<file path="src/rtl/shb_pkg.sv">
// shared types and constants for the string hash bucket block
package shb_pkg;

    localparam int unsigned HASH_W   = 64;
    localparam int unsigned BYTE_W   = 8;
    localparam int unsigned SIZE_W   = 16;
    localparam int unsigned HASH_SHIFT = 5;
    localparam int unsigned QDEPTH   = 4;
    localparam int unsigned QPTR_W   = $clog2(QDEPTH);
    localparam int unsigned QCNT_W   = QPTR_W + 1;
    localparam int unsigned DIV_CNT_W = $clog2(HASH_W);

    localparam logic [HASH_W-1:0] HASH_SEED  = HASH_W'(5381);
    localparam logic [SIZE_W-1:0] SIZE_RESET = SIZE_W'(1000);

    // finished hash handed from the front to the queue
    typedef struct packed {
        logic              push;
        logic [HASH_W-1:0] hash;
    } push_word_t;

    // queue head as seen by the back part
    typedef struct packed {
        logic              avail;
        logic [HASH_W-1:0] hash;
    } head_word_t;

endpackage

</file>
<file path="src/rtl/shb_front.sv">
// front part: takes bytes, keeps the running hash, queues it at the terminator
module shb_front (
    input  logic                                clk,
    input  logic                                rst_n,
    input  logic                                in_valid,
    output logic                                in_stall,
    input  logic [shb_pkg::BYTE_W-1:0]          char_byte,
    input  logic                                q_full,
    output shb_pkg::push_word_t                 push_out
);

    logic [shb_pkg::HASH_W-1:0] hash_reg;
    logic [shb_pkg::HASH_W-1:0] hash_next;
    logic                       accept;
    logic                       term;

    assign in_stall = q_full;
    assign accept   = in_valid && !q_full;
    assign term     = (char_byte == '0);

    always_comb
    begin
        hash_next = hash_reg;
        if (accept)
        begin
            if (term)
            begin
                hash_next = shb_pkg::HASH_SEED;
            end
            else
            begin
                // hash * 33 + byte
                hash_next = (hash_reg << shb_pkg::HASH_SHIFT) + hash_reg
                          + {{(shb_pkg::HASH_W-shb_pkg::BYTE_W){1'b0}}, char_byte};
            end
        end
    end

    always_ff @(posedge clk or negedge rst_n)
    begin
        if (!rst_n)
        begin
            hash_reg <= shb_pkg::HASH_SEED;
        end
        else
        begin
            hash_reg <= hash_next;
        end
    end

    assign push_out.push = accept && term;
    assign push_out.hash = hash_reg;

endmodule

</file>
<file path="src/rtl/shb_queue.sv">
// short queue of finished hashes between the front and back parts
module shb_queue (
    input  logic                       clk,
    input  logic                       rst_n,
    input  shb_pkg::push_word_t        push_in,
    input  logic                       pop,
    output logic                       full,
    output shb_pkg::head_word_t        head
);

    logic [shb_pkg::HASH_W-1:0] slot_reg [shb_pkg::QDEPTH];
    logic [shb_pkg::QPTR_W-1:0] wr_ptr_reg;
    logic [shb_pkg::QPTR_W-1:0] wr_ptr_next;
    logic [shb_pkg::QPTR_W-1:0] rd_ptr_reg;
    logic [shb_pkg::QPTR_W-1:0] rd_ptr_next;
    logic [shb_pkg::QCNT_W-1:0] count_reg;
    logic [shb_pkg::QCNT_W-1:0] count_next;
    logic                       do_push;
    logic                       do_pop;

    assign full    = (count_reg == shb_pkg::QCNT_W'(shb_pkg::QDEPTH));
    assign do_push = push_in.push && !full;
    assign do_pop  = pop && (count_reg != '0);

    assign head.avail = (count_reg != '0);
    assign head.hash  = slot_reg[rd_ptr_reg];

    always_comb
    begin
        wr_ptr_next = do_push ? wr_ptr_reg + shb_pkg::QPTR_W'(1) : wr_ptr_reg;
        rd_ptr_next = do_pop  ? rd_ptr_reg + shb_pkg::QPTR_W'(1) : rd_ptr_reg;
        count_next  = count_reg;
        if (do_push && !do_pop)
        begin
            count_next = count_reg + shb_pkg::QCNT_W'(1);
        end
        else if (do_pop && !do_push)
        begin
            count_next = count_reg - shb_pkg::QCNT_W'(1);
        end
    end

    always_ff @(posedge clk)
    begin
        if (do_push)
        begin
            slot_reg[wr_ptr_reg] <= push_in.hash;
        end
    end

    always_ff @(posedge clk or negedge rst_n)
    begin
        if (!rst_n)
        begin
            wr_ptr_reg <= '0;
            rd_ptr_reg <= '0;
            count_reg  <= '0;
        end
        else
        begin
            wr_ptr_reg <= wr_ptr_next;
            rd_ptr_reg <= rd_ptr_next;
            count_reg  <= count_next;
        end
    end

endmodule

</file>
<file path="src/rtl/shb_back.sv">
// back part: bit-serial 64 by 16 remainder and the output register
module shb_back (
    input  logic                       clk,
    input  logic                       rst_n,
    input  shb_pkg::head_word_t        head,
    input  logic [shb_pkg::SIZE_W-1:0] size,
    output logic                       pop,
    output logic                       out_valid,
    input  logic                       out_stall,
    output logic [shb_pkg::SIZE_W-1:0] bucket_index
);

    typedef enum logic [2:0] {
        ST_IDLE = 3'b001,
        ST_DIV  = 3'b010,
        ST_OUT  = 3'b100
    } back_state_t;

    back_state_t                     state_reg;
    back_state_t                     state_next;
    logic [shb_pkg::HASH_W-1:0]      dividend_reg;
    logic [shb_pkg::HASH_W-1:0]      dividend_next;
    logic [shb_pkg::SIZE_W-1:0]      divisor_reg;
    logic [shb_pkg::SIZE_W-1:0]      divisor_next;
    logic [shb_pkg::SIZE_W-1:0]      rem_reg;
    logic [shb_pkg::SIZE_W-1:0]      rem_next;
    logic [shb_pkg::DIV_CNT_W-1:0]   cnt_reg;
    logic [shb_pkg::DIV_CNT_W-1:0]   cnt_next;
    logic [shb_pkg::SIZE_W:0]        rem_shift;
    logic [shb_pkg::SIZE_W:0]        rem_sub;

    // one quotient bit per cycle, remainder stays below the divisor
    assign rem_shift = {rem_reg, dividend_reg[shb_pkg::HASH_W-1]};
    assign rem_sub   = rem_shift - {1'b0, divisor_reg};

    always_comb
    begin
        state_next    = state_reg;
        dividend_next = dividend_reg;
        divisor_next  = divisor_reg;
        rem_next      = rem_reg;
        cnt_next      = cnt_reg;
        pop           = 1'b0;
        case (state_reg)
            ST_IDLE:
            begin
                if (head.avail)
                begin
                    pop           = 1'b1;
                    dividend_next = head.hash;
                    divisor_next  = size;
                    cnt_next      = '0;
                    if (size == '0)
                    begin
                        // size zero means 65536 buckets
                        rem_next   = head.hash[shb_pkg::SIZE_W-1:0];
                        state_next = ST_OUT;
                    end
                    else
                    begin
                        rem_next   = '0;
                        state_next = ST_DIV;
                    end
                end
            end
            ST_DIV:
            begin
                if (rem_shift >= {1'b0, divisor_reg})
                begin
                    rem_next = rem_sub[shb_pkg::SIZE_W-1:0];
                end
                else
                begin
                    rem_next = rem_shift[shb_pkg::SIZE_W-1:0];
                end
                dividend_next = {dividend_reg[shb_pkg::HASH_W-2:0], 1'b0};
                cnt_next      = cnt_reg + shb_pkg::DIV_CNT_W'(1);
                if (cnt_reg == shb_pkg::DIV_CNT_W'(shb_pkg::HASH_W - 1))
                begin
                    state_next = ST_OUT;
                end
            end
            ST_OUT:
            begin
                if (!out_stall)
                begin
                    state_next = ST_IDLE;
                end
            end
            default:
            begin
                state_next = ST_IDLE;
            end
        endcase
    end

    always_ff @(posedge clk)
    begin
        dividend_reg <= dividend_next;
        divisor_reg  <= divisor_next;
        rem_reg      <= rem_next;
    end

    always_ff @(posedge clk or negedge rst_n)
    begin
        if (!rst_n)
        begin
            state_reg <= ST_IDLE;
            cnt_reg   <= '0;
        end
        else
        begin
            state_reg <= state_next;
            cnt_reg   <= cnt_next;
        end
    end

    assign out_valid    = (state_reg == ST_OUT);
    assign bucket_index = rem_reg;

endmodule

</file>
<file path="src/rtl/string_hash_bucket_unit.sv">
// top level of the string hash bucket block
// djb2 string hash reduced to a bucket index.
// input channel: one string byte per word on char_byte with in_valid and
//   in_stall; a zero byte ends the string. nonzero bytes are taken one per
//   cycle while the queue has room and fold into a 64-bit running hash.
// output channel: bucket_index with out_valid and out_stall, one word per
//   terminator, equal to the hash modulo bucket_count (size 0 counts as 65536).
// config channel: cfg_valid / cfg_ready with bucket_count as data; always
//   ready, write only while the block is idle. resets to 1000 buckets.
// a taken terminator pushes its hash into the queue; the back part pops one
//   hash while idle, runs the bit-serial remainder (skipped when the size is
//   zero), then holds the result on the output until it is taken, and only
//   then takes the next hash. bytes keep flowing.
// a 4-deep queue of finished hashes sits between hash and remainder; the
//   input stalls only while that queue is full.
// a stalled output holds its word; reset clears the hash to 5381 and
//   empties the queue and the output.
module string_hash_bucket_unit (
    input  logic                               clk,
    input  logic                               rst_n,
    input  logic                               in_valid,
    output logic                               in_stall,
    input  logic [shb_pkg::BYTE_W-1:0]         char_byte,
    output logic                               out_valid,
    input  logic                               out_stall,
    output logic [shb_pkg::SIZE_W-1:0]         bucket_index,
    input  logic                               cfg_valid,
    output logic                               cfg_ready,
    input  logic [shb_pkg::SIZE_W-1:0]         bucket_count
);

    logic [shb_pkg::SIZE_W-1:0] size_reg;
    shb_pkg::push_word_t        push_word;
    shb_pkg::head_word_t        head_word;
    logic                       q_full;
    logic                       pop;

    assign cfg_ready = 1'b1;

    always_ff @(posedge clk or negedge rst_n)
    begin
        if (!rst_n)
        begin
            size_reg <= shb_pkg::SIZE_RESET;
        end
        else if (cfg_valid && cfg_ready)
        begin
            size_reg <= bucket_count;
        end
    end

    shb_front u_front (
        .clk      (clk),
        .rst_n    (rst_n),
        .in_valid (in_valid),
        .in_stall (in_stall),
        .char_byte(char_byte),
        .q_full   (q_full),
        .push_out (push_word)
    );

    shb_queue u_queue (
        .clk    (clk),
        .rst_n  (rst_n),
        .push_in(push_word),
        .pop    (pop),
        .full   (q_full),
        .head   (head_word)
    );

    shb_back u_back (
        .clk         (clk),
        .rst_n       (rst_n),
        .head        (head_word),
        .size        (size_reg),
        .pop         (pop),
        .out_valid   (out_valid),
        .out_stall   (out_stall),
        .bucket_index(bucket_index)
    );

`ifndef SYNTH
    a_no_push_when_full: assert property (@(posedge clk) disable iff (!rst_n)
        push_word.push |-> !q_full)
        else $error("hash pushed into a full queue");

    a_no_pop_when_empty: assert property (@(posedge clk) disable iff (!rst_n)
        pop |-> head_word.avail)
        else $error("pop from an empty queue");

    a_out_follows_pop: assert property (@(posedge clk) disable iff (!rst_n)
        pop |=> !out_valid || (size_reg == '0))
        else $error("result shown before the remainder finished");
`endif

endmodule

</file>
<file path="config.mk">
export PLATFORM = sky130hd
export DESIGN_NAME = string_hash_bucket_unit
export DESIGN_NICKNAME = d
export VERILOG_FILES = /design/src/rtl/shb_pkg.sv /design/src/rtl/shb_front.sv /design/src/rtl/shb_queue.sv /design/src/rtl/shb_back.sv /design/src/rtl/string_hash_bucket_unit.sv
export SDC_FILE = /design/constraint.sdc
export NUM_CORES = 1
export LEC_CHECK = 0
export ABC_CLOCK_PERIOD_IN_PS = 11500
export BUFFER_PORTS_ARGS = -buffer_cell sky130_fd_sc_hd__buf_2
export CORE_MARGIN = 5
export CORE_UTILIZATION = 25
export DETAILED_ROUTE_END_ITERATION = 16
export SETUP_SLACK_MARGIN = 0.02
export SLEW_MARGIN = 15
export SYNTH_ARGS = -nofsm -noshare
export SYNTH_HDL_FRONTEND = slang
export SYNTH_HIERARCHICAL = 1
export SYNTH_SLANG_ARGS = --single-unit
export TNS_END_PERCENT = 100
</file>
<file path="constraint.sdc">
create_clock -name clk -period 11.5 [get_ports clk]
set_input_delay 2.3 -clock clk [delete_from_list [all_inputs] [get_ports clk]]
set_output_delay 2.3 -clock clk [all_outputs]
set_load 0.02 [all_outputs]
</file>
==> results.toml <==
[outcome]
outcome = "complete, no violations"

[floorplanning]
dieHeight_um = 310.2
core_um2 = 89740
start_util = 0.2510
die_x_um = 310.2
die_area_um2 = 96200
num_rows = 110
boundaryPins = 48

[worst_hold_path]
hold_path_depth = 1
hold_class = "register to register"
min_to = "u_queue/count_reg[2]"
min-delay-start = "u_queue/count_reg[2]"

[placed_design]
port-buffer-count = 46
hpwl_um = 33770
post-place-ws_ns = 5.558
placed_area_um2 = 23930
place.gp.congestion = 0.8842

[route]
drc_errors = 0
drt-initial-drc-count = 1099
first_pass_iters = 7
dr_total_vias = 14174
post_drt_wl_per_cell_um = 16.97
detail-route-antenna-nets = 0
drt-vias-per-instance = 4.722
drt-total-wl_um = 50940

[critical_path]
critPathLaunchType = "input port"
r2r-end = "u_front/hash_reg[58]"
critPathKind = "input port to register"
crit_family = "compound AO/OA/AOI/OAI gates"
slowest_delay_ns = 0.40
cp_num_buf_inv = 2
crit_slowest_cell = "o41ai_4"
r2r_cells = 15
arrival_ns = 5.83
timing.rr.start = "u_front/hash_reg[5]"
path_max_fanout = 4
worstPathCellList = "buf_2 -> ha_1 -> ha_1 -> inv_1 -> fa_1 -> and2b_1 -> o2111ai_1 -> and4_1 -> nor3_2 -> o21ai_2 -> a21oi_4 -> a31oi_2 -> o31a_1 -> o41ai_4 -> mux2i_1 -> o211ai_1"
cp.required_ns = 11.95
rrSetupSlack_ns = 7.24
cp-end-kind = "register"
path_common_cell = "ha_1"

[clock_network]
postCtsSetupRepairBufs = 0
clk_pin_slew_worst_paths_ns = 0.06
htreeDepth = 2
hold_buffers = 0
cts_made_buffers = 48
cts_tree = "done"
clock_latency_ns = 0.59
clockRootBuffer = "clkbuf_16"
clock_sinks = 448
cts_resized = 0
clk_path_buf_depth = 3

[synth]
synthesis.nets = 1935
yosys.area.top_type_share = 0.4693
syn_area_um2 = 22520
synthTopCellsByCount = "edfxtp_1, nand2_1, ha_1, o21ai_0, a21oi_1"
synth_top_family_by_area = "simple AND/OR/NAND/NOR gates"
synthTopCellsByArea = "edfxtp_1, dfrtp_1, ha_1"
ys.flop_type = "edfxtp_1"
synth_top_area_cell = "edfxtp_1"
synth-adder-area-share = 0.08532
ys_types = 92
synth_simple_gate_area_frac = 0.1033
seq_area_frac_synth = 0.5766
synth_edf_count = 352
muxShareOfSynthArea = 0.07510
syn_inst = 1756
synth_warnings = 6
synth_area_per_cell_um2 = 12.83
yosysMostFrequentCell = "edfxtp_1"
synth-compound-area-share = 0.1028
ys_seq_elements = 448
async_flop_share = 0.2143
synth_xor_area_frac = 0.02916

[grt]
busiest_layer = "met2"
overflow = 0
use_met2 = 0.1583
gr-usage-met1 = 0.1546
antenna_found_initial = 0
grt_max_degree = 86
grt_pass1_vias = 14276
grtUsageMet3 = 0.01511
grtUsageTotal = 0.1041
grt_first_pass_wirelength_um = 80390

[sta]
timing.hold.ws_ns = 0.4938
period_needed_ns = 5.378
worst_slew_margin_rel = 0.2555
fmax_ghz = 0.1859
rsz0062_at_grt = "no"
setup-tns-final_ns = 0
fin_skew_ns = 0.01976
slew_viol_final = 0
fin_crit_sh = 0.4677
setup_viol = 0
hold_violations = 0
tightest_slew_ns = 1.113
final.setup.worst_slack_ns = 6.122

[job]
maxCapViolations = 0

[layout]
largest_reg_flops = 256
fin_nets = 1963
syn_to_final_growth_pct = 13.56
stdcell_area_um2 = 25580
drive_gt1_frac = 0.1481
==> per-layer routing <==
| layer | routed length (um) | up-vias | part of all wire |
|---|---|---|---|
| li1 | - | 6641 | - |
| met1 | 24940 | 7040 | 0.49 |
| met2 | 22190 | 408 | 0.44 |
| met3 | 2617 | 85 | 0.051 |
| met4 | 1204 | 0 | 0.024 |
| met5 | 0 | - | 0 |
==> how the worst max path moves through the flow <==
stage            startpoint                   end  slack, ns  cells past startpoint
5_1_grt        char_byte[5]  u_front/hash_reg[58]       5.89                     16
2_1_floorplan  char_byte[1]  u_front/hash_reg[63]       6.09                     15
3_5_place_dp   char_byte[1]  u_front/hash_reg[63]       5.56                     16
4_1_cts        char_byte[1]  u_front/hash_reg[63]       6.16                     16
6_report       char_byte[1]  u_front/hash_reg[63]       6.12                     16
3_3_place_gp   char_byte[1]  u_front/hash_reg[63]       5.63                     16
==> logic make-up after synthesis <==
group | Yosys count
muxes | 83
buffers and inverters | 135
and+or+nand+nor | 514
other | 1
xor gates and xnor gates | 75
adders and majority gates | 150
AOI/OAI and AO/OA | 350
DFF | 448
==> cell usage in the layout, fill, tap and decap left out, types with 6 or more instances in the layout <==
cell / n
o211ai_1: 7
xor2_1: 29
a31oi_1: 11
xnor2_1: 46
mux4_2: 64
mux2_2: 8
inv_1: 54
nor2b_1: 16
and2_1: 7
a21oi_1: 90
nand4_1: 23
a21o_1: 31
o31ai_1: 16
o21bai_1: 13
edfxtp_1: 352
bufinv_16: 7
nor4_1: 7
ha_1: 144
dfstp_2: 12
nand2b_1: 8
o21a_1: 8
clkbuf_1: 8
nand2_1: 312
nor2_1: 43
fa_1: 6
a22o_1: 6
clkbuf_16: 48
dfrtp_1: 82
a211o_1: 8
buf_4: 13
clkinv_2: 11
nand3_1: 34
nor3_1: 10
and3_1: 15
o21ai_0: 94
buf_2: 45
mux2_4: 10
==> cell type report <==
type                    instances  area [um2]
diodes                          3       7.507
clock buffers                  58        1259
clock inverters                31       381.6
fillers                      9058       64160
inverters                      55       207.7
multi-input cells            1173        8936
flip-flops and latches        448       12990
well taps                    1176        1471
repair buffers                 58       322.8
==> metrics by stage <==
step	util	instances
global route	0.2850	2999
detailed placement	0.2667	2910
CTS	0.2850	2999
finish	0.2850	3002
global placement	0.2667	2910
floorplan	-	1756
Power is left out: the tool's default activity adds up to more than one toggle a clock period on the data nets, which glitch-free logic cannot reach.
